--- config.mk ---
export PLATFORM = sky130hd
export DESIGN_NAME = pta_sqrt
export DESIGN_NICKNAME = d
export VERILOG_FILES = /design/src/hdl/pta_pkg.sv /design/src/hdl/pta_sqrt.sv
export SDC_FILE = /design/constraint.sdc
export NUM_CORES = 2
export LEC_CHECK = 0
export BUFFER_PORTS_ARGS = -buffer_cell sky130_fd_sc_hd__buf_4
export CORE_MARGIN = 1.5
export CORE_UTILIZATION = 50
export DETAILED_ROUTE_END_ITERATION = 7
export PLACE_DENSITY_LB_ADDON = 0.08
export SYNTH_ARGS = -nofsm -noshare
export SYNTH_HDL_FRONTEND = slang
export SYNTH_SLANG_ARGS = --single-unit
--- constraint.sdc ---
create_clock -name clk -period 3.4 [get_ports clk]
set_input_delay 1.02 -clock clk [delete_from_list [all_inputs] [get_ports clk]]
set_output_delay 1.02 -clock clk [all_outputs]
set_load 0.005 [all_outputs]
--- src/hdl/pta_pkg.sv ---
// shared widths, types and the arctangent table for the pan/tilt angle calculator
// no dependencies; imported by pta_sqrt, pta_cordic and pan_tilt_angle_calculator
`default_nettype none

package pta_pkg;

  localparam int COORD_WIDTH     = 24;
  localparam int CORDIC_STAGES   = 16;
  localparam int ANGLE_FRAC_BITS = 8;
  localparam int ACC_FRAC        = 22;
  localparam int GUARD_BITS      = 24;

  localparam int ANGLE_WIDTH = 17;
  localparam int DIST_WIDTH  = 25;

  // coordinate differences and their magnitudes
  localparam int DIFF_WIDTH     = COORD_WIDTH + 1;
  localparam int MAG_WIDTH      = COORD_WIDTH + 1;
  localparam int RADICAND_WIDTH = 2 * MAG_WIDTH;

  // digit-by-digit square root
  localparam int SQRT_STEPS = RADICAND_WIDTH / 2;
  localparam int ROOT_WIDTH = SQRT_STEPS;
  localparam int REM_WIDTH  = ROOT_WIDTH + 1;
  localparam int SQRT_LAT   = SQRT_STEPS + 1;

  // vectoring unit
  localparam int CIN_WIDTH  = COORD_WIDTH + 3;
  localparam int CW         = CIN_WIDTH + GUARD_BITS + 3;
  localparam int ACC_WIDTH  = 32;
  localparam int CORDIC_LAT = CORDIC_STAGES + 2;

  localparam logic signed [ACC_WIDTH-1:0] ACC_90  = ACC_WIDTH'(90 * (2 ** ACC_FRAC));
  localparam logic signed [ACC_WIDTH-1:0] ACC_180 = ACC_WIDTH'(180 * (2 ** ACC_FRAC));

  localparam int ROUND_SH = ACC_FRAC - ANGLE_FRAC_BITS;
  localparam logic signed [ACC_WIDTH-1:0] ROUND_HALF = ACC_WIDTH'(2 ** (ROUND_SH - 1));
  localparam logic signed [ACC_WIDTH-1:0] FULL_TURN  = ACC_WIDTH'(360 * (2 ** ANGLE_FRAC_BITS));

  localparam logic [DIST_WIDTH-1:0] DIST_MAX = {DIST_WIDTH{1'b1}};

  typedef logic signed [DIFF_WIDTH-1:0] diff_t;
  typedef logic [MAG_WIDTH-1:0]         mag_t;
  typedef logic [RADICAND_WIDTH-1:0]    radicand_t;
  typedef logic [ROOT_WIDTH:0]          root_t;
  typedef logic signed [CIN_WIDTH-1:0]  cin_t;
  typedef logic [ANGLE_WIDTH-1:0]       angle_t;
  typedef logic [DIST_WIDTH-1:0]        dist_t;

  // round(atan(2^-i) * 180/pi * 2^22)
  function automatic logic signed [ACC_WIDTH-1:0] atan_entry(input int idx);
    logic signed [ACC_WIDTH-1:0] val;
    case (idx)
      0:       val = 32'sd188743680;
      1:       val = 32'sd111421900;
      2:       val = 32'sd58872272;
      3:       val = 32'sd29884485;
      4:       val = 32'sd15000234;
      5:       val = 32'sd7507429;
      6:       val = 32'sd3754631;
      7:       val = 32'sd1877430;
      8:       val = 32'sd938729;
      9:       val = 32'sd469366;
      10:      val = 32'sd234683;
      11:      val = 32'sd117342;
      12:      val = 32'sd58671;
      13:      val = 32'sd29335;
      14:      val = 32'sd14668;
      15:      val = 32'sd7334;
      16:      val = 32'sd3667;
      17:      val = 32'sd1833;
      18:      val = 32'sd917;
      19:      val = 32'sd458;
      20:      val = 32'sd229;
      21:      val = 32'sd115;
      22:      val = 32'sd57;
      23:      val = 32'sd29;
      24:      val = 32'sd14;
      25:      val = 32'sd7;
      26:      val = 32'sd4;
      27:      val = 32'sd2;
      28:      val = 32'sd1;
      default: val = 32'sd0;
    endcase
    return val;
  endfunction

endpackage

`default_nettype wire

--- src/hdl/pta_sqrt.sv ---
// pipelined rounded square root, one result bit per stage, plus a rounding stage
// depends on pta_pkg; carries dz alongside as sideband
`default_nettype none

module pta_sqrt (
  input  logic                clk,
  input  logic                rst,
  input  logic                en,
  input  logic                in_valid,
  input  pta_pkg::radicand_t  radicand,
  input  pta_pkg::diff_t      in_dz,
  output logic                out_valid,
  output pta_pkg::root_t      root,
  output pta_pkg::diff_t      out_dz
);
  import pta_pkg::*;

  logic                  v_r    [SQRT_STEPS];
  logic [REM_WIDTH-1:0]  rem_r  [SQRT_STEPS];
  logic [ROOT_WIDTH-1:0] root_r [SQRT_STEPS];
  radicand_t             rad_r  [SQRT_STEPS];
  diff_t                 dz_r   [SQRT_STEPS];

  for (genvar j = 0; j < SQRT_STEPS; j++) begin : g_step
    localparam int K = SQRT_STEPS - 1 - j;
    logic                  v_i;
    logic [REM_WIDTH-1:0]  rem_i;
    logic [ROOT_WIDTH-1:0] root_i;
    radicand_t             rad_i;
    diff_t                 dz_i;
    logic [REM_WIDTH+1:0]  rem_sh;
    logic [REM_WIDTH+1:0]  trial;
    logic [REM_WIDTH-1:0]  rem_n;
    logic [ROOT_WIDTH-1:0] root_n;

    if (j == 0) begin : g_first
      assign v_i    = in_valid;
      assign rem_i  = '0;
      assign root_i = '0;
      assign rad_i  = radicand;
      assign dz_i   = in_dz;
    end else begin : g_next
      assign v_i    = v_r[j-1];
      assign rem_i  = rem_r[j-1];
      assign root_i = root_r[j-1];
      assign rad_i  = rad_r[j-1];
      assign dz_i   = dz_r[j-1];
    end

    always_comb begin
      rem_sh = {rem_i, rad_i[2*K+1 -: 2]};
      trial  = (REM_WIDTH + 2)'({root_i, 2'b01});
      if (rem_sh >= trial) begin
        rem_n  = REM_WIDTH'(rem_sh - trial);
        root_n = {root_i[ROOT_WIDTH-2:0], 1'b1};
      end else begin
        rem_n  = REM_WIDTH'(rem_sh);
        root_n = {root_i[ROOT_WIDTH-2:0], 1'b0};
      end
    end

    always_ff @(posedge clk) begin
      if (rst) begin
        v_r[j] <= 1'b0;
      end else if (en) begin
        v_r[j] <= v_i;
      end
    end

    always_ff @(posedge clk) begin
      if (en) begin
        rem_r[j]  <= rem_n;
        root_r[j] <= root_n;
        rad_r[j]  <= rad_i;
        dz_r[j]   <= dz_i;
      end
    end
  end

  // round to nearest: bump when the remainder exceeds the root
  always_ff @(posedge clk) begin
    if (rst) begin
      out_valid <= 1'b0;
    end else if (en) begin
      out_valid <= v_r[SQRT_STEPS-1];
    end
  end

  always_ff @(posedge clk) begin
    if (en) begin
      if (rem_r[SQRT_STEPS-1] > REM_WIDTH'(root_r[SQRT_STEPS-1])) begin
        root <= (ROOT_WIDTH + 1)'(root_r[SQRT_STEPS-1]) + 1'b1;
      end else begin
        root <= (ROOT_WIDTH + 1)'(root_r[SQRT_STEPS-1]);
      end
      out_dz <= dz_r[SQRT_STEPS-1];
    end
  end

endmodule

`default_nettype wire

==> flow_summary.json <==
{
  "via_count": 50400,
  "drt_drc_violations_left": 0,
  "yosys_most_used_dff": "edfxtp_1",
  "top_layer": "met4",
  "final_period_minus_worst_setup_slack_ns": 3.33,
  "sort_of_element_at_the_end_of_the_critical_path": "register",
  "hold_path.startpoint": "radicand[33]",
  "worstPathMaxFanout": 37,
  "timing_worst_slew_pin_value_ns": 1.18,
  "timing.max_cap.violations": 0,
  "grt_max_degree": 138,
  "syn-mean-instance-area_um2": 14.7,
  "arrival_ns": 3.90,
  "slew_headroom_pct": 21.3,
  "numCtsBuffers": 226,
  "critical-path-max-stage-delay_ns": 0.54,
  "synth.yosys.warnings": 0,
  "cts.hold.buffers_added": 0,
  "place_area_mm2": 0.0996,
  "rr_startpoint": "rem_r[2][172]$_DFFE_PP_",
  "met3RoutedLength_um": 6090,
  "port_buffers": 130,
  "leakagePower_nw": 40.5,
  "synthesis.area_mm2": 0.0942,
  "synth_async_sr_flop_share_pct": 0,
  "num_rows": 159,
  "post_layout_nonfiller_instances": 9521,
  "cts_root_buffer": "clkbuf_16",
  "crit_path_start_kind": "register",
  "design.final.nets": 7293,
  "timing_worst_setup_path_type": "register to register",
  "ratio_of_cells_with_drive_above_1_in_the_final_layout_pct": 11.5,
  "1st_iter_drt_viols": 3157,
  "finalHoldViolCount": 0,
  "clock_sinks": 2242,
  "routed_via_density": 5.30,
  "gp_routability_congestion": 0.864,
  "timing.fmax_mhz": 300,
  "timing_max_transition_violations_final": 0,
  "worstHoldPathType": "primary input to register",
  "setup_viol": 0,
  "dr.pass1.iters": 6,
  "cp_cell_sequence": "ha_2 > nand2_1 > nor2_1 > nand2_1 > or4_1 > o31a_1 > o21ai_2 > a21o_1 > buf_12 > mux2_2",
  "die_height_um": 437,
  "cts_tree": "done",
  "post-place-cells": 9099,
  "ctsLongestPathBuffers": 3,
  "wl_um": 163000,
  "synth.lib_cells_used.distinct": 87,
  "routedLengthMet1_um": 73100,
  "number_of_antenna_violating_nets_in_the_routed_design": 0,
  "drt-wirelength-per-cell_um": 17.2,
  "syn-num-nets": 6880,
  "worst_ep_required_time_ns": 3.97,
  "synthCells": 6421,
  "die_w_um": 437,
  "start_util_pct": 50.2,
  "place_hpwl_um": 113000,
  "clock-skew-final_ns": 0.0375,
  "fillerInstances": 14700,
  "globalRouteTotalUtil_pct": 16.9,
  "worst_ir_drop_vdd_v": 0.000603,
  "crit_path_start": "rem_r[2][172]$_DFFE_PP_",
  "ctsHtreeMaxLevel": 4,
  "power_per_cell_area_mw_per_mm2": 673,
  "worst_path_most_repeated_cell": "nand2_1",
  "share_of_the_clock_period_used_by_the_worst_path_after_layout_pct": 97.9,
  "die-area_mm2": 0.191,
  "grt.overflow.total": 0,
  "route.met2.wl_um": 79800,
  "status": "finished clean",
  "antenna_found_initial": 1,
  "crit_path_top_delay_cell": "or4_1",
  "number_of_synthesized_flops_with_an_enable_pin": 2241,
  "grt_pass1_wl_um": 262000,
  "post-layout-total-power_mw": 72.4,
  "core_area_mm2": 0.188,
  "area_growth_syn_to_layout_pct": 14.2,
  "first_global_vias": 49700,
  "worst_setup_hold_path_clk_slew_ns": 0.06,
  "design.portCount": 131,
  "clock_insertion_delay_worst_skew_ns": 0.84,
  "postLayoutCellArea_mm2": 0.108,
  "crit_buf_inv": 1,
  "cp_top_family": "simple AND/OR/NAND/NOR gates",
  "yosys_register_bits": 2242,
  "ys_seq_area_share_pct": 71.4
}
-- placed cells by master (no fill, tap or decap), types with 137 or more instances in the layout --
cell	n
a21o_1	137
a21oi_1	368
buf_4	268
clkbuf_16	227
edfxtp_1	2241
ha_1	377
inv_1	482
nand2_1	306
nor2_1	387
o21ai_0	256
xnor2_1	309
xor2_1	192
-- where the power goes --
group          leakage [nW]  total (mW)  internal (mW)  switching, mW
clock                  3.76        25.5           15.1           10.4
combinational          15.1        11.2           5.00           6.22
sequential             21.7        35.7           34.1           1.59
-- worst register-to-register path, delay by kind of cell (launching register included) --
family | cells | cell delay (ns)
AND/OR/NAND/NOR | 4 | 0.97
AO/OA/AOI/OAI | 3 | 0.66
adder cells (fa/ha/maj) | 1 | 0.43
flip-flops | 1 | 0.42
multiplexers | 1 | 0.39
buffers and inverters | 1 | 0.21
-- per-stage QoR --
step                      utilization [%]  setup TNS (ns)  hold WS (ns)  setup WS (ns)
after floorplan                         -               0         0.400          0.182
after global placement               53.1          -0.199         0.400        -0.0285
after detailed placement             53.1           -6.31         0.405         -0.279
after CTS                            57.3               0         0.244        0.00688
after global routing                 57.4          -0.115         0.261        -0.0247
final                                57.4               0         0.336         0.0709
-- state kept, by name, summed over array words and instances, names as in the netlist --
name	cells
dz_r	625
out_dz	25
out_valid	1
rad_r	600
rem_r	615
root	26
root_r	325
v_r	25
-- synth_stat cells (41+ instances only) --
| cell type | instances | area, um^2 |
|---|---|---|
| edfxtp_1 | 2241 | 67300 |
| inv_1 | 482 | 1810 |
| nor2_1 | 387 | 1450 |
| ha_1 | 380 | 4750 |
| a21oi_1 | 370 | 1850 |
| xnor2_1 | 309 | 2710 |
| nand2_1 | 306 | 1150 |
| o21ai_0 | 265 | 1330 |
| xor2_1 | 192 | 1680 |
| a21o_1 | 137 | 1030 |
| nor3_1 | 126 | 631 |
| nand3_1 | 102 | 510 |
| clkbuf_1 | 93 | 349 |
| o21a_1 | 84 | 631 |
| mux2_2 | 81 | 912 |
| nand4_1 | 79 | 494 |
| nand2b_1 | 73 | 457 |
| or3_1 | 65 | 407 |
| nor2b_1 | 55 | 344 |
| nor4_1 | 52 | 325 |
| and2_1 | 41 | 257 |
-- path summary, 6_finish.rpt --
kind / endpoint / slack [ns] / cells past startpoint
worst max-delay path: rem_r[2][191]$_DFFE_PP_ / 0.07 / 10
worst min-delay path: rad_r[0][33]$_DFFE_PP_ / 0.34 / 1
worst max register to register: rem_r[2][191]$_DFFE_PP_ / 0.07 / 10
worst min register to register: dz_r[18][8]$_DFFE_PP_ / 0.38 / 0
-- cell type report --
cell class	count	area (um^2)	share of cell area (%)
Sequential cell	2242	67300	62.5
Multi-Input combinational cell	3580	24900	23.1
Tap cell	2495	3120	2.90
Timing Repair Buffer	302	2700	2.51
Antenna cell	1	2.50	0.00232
Clock buffer	267	5830	5.42
Clock inverter	152	1980	1.84
Inverter	482	1810	1.68
-- logic make-up (layout without fill, tap and decap cells) --
kind of cell / Yosys count / count (layout) / synth area share (%)
multiplexers: 89 / 89 / 1.06
buffers and inverters: 600 / 1203 / 2.42
other: 1 / 2 / 0.00398
flip-flops: 2242 / 2242 / 71.4
AO/OA/AOI/OAI: 1142 / 1143 / 7.55
AND/OR/NAND/NOR: 1466 / 1466 / 7.84
adder cells (fa/ha/maj): 380 / 380 / 5.04
XOR/XNOR: 501 / 501 / 4.66
-- layer usage --
layer,vias up,GRT usage [%]
li1,24800,-
met1,24400,22.6
met2,860,28.4
met3,301,2.85
met4,0,5.28
met5,-,0
-- what timing repair did --
| item | in CTS | in global routing |
|---|---|---|
| buffers inserted | 0 | 1 |
| resized for setup | 6 | 36 |
| cloned | 0 | 1 |
| pin swaps | 0 | 2 |
| setup endpoints to repair | 34 | 134 |
Power figures use the tool's default switching activity.
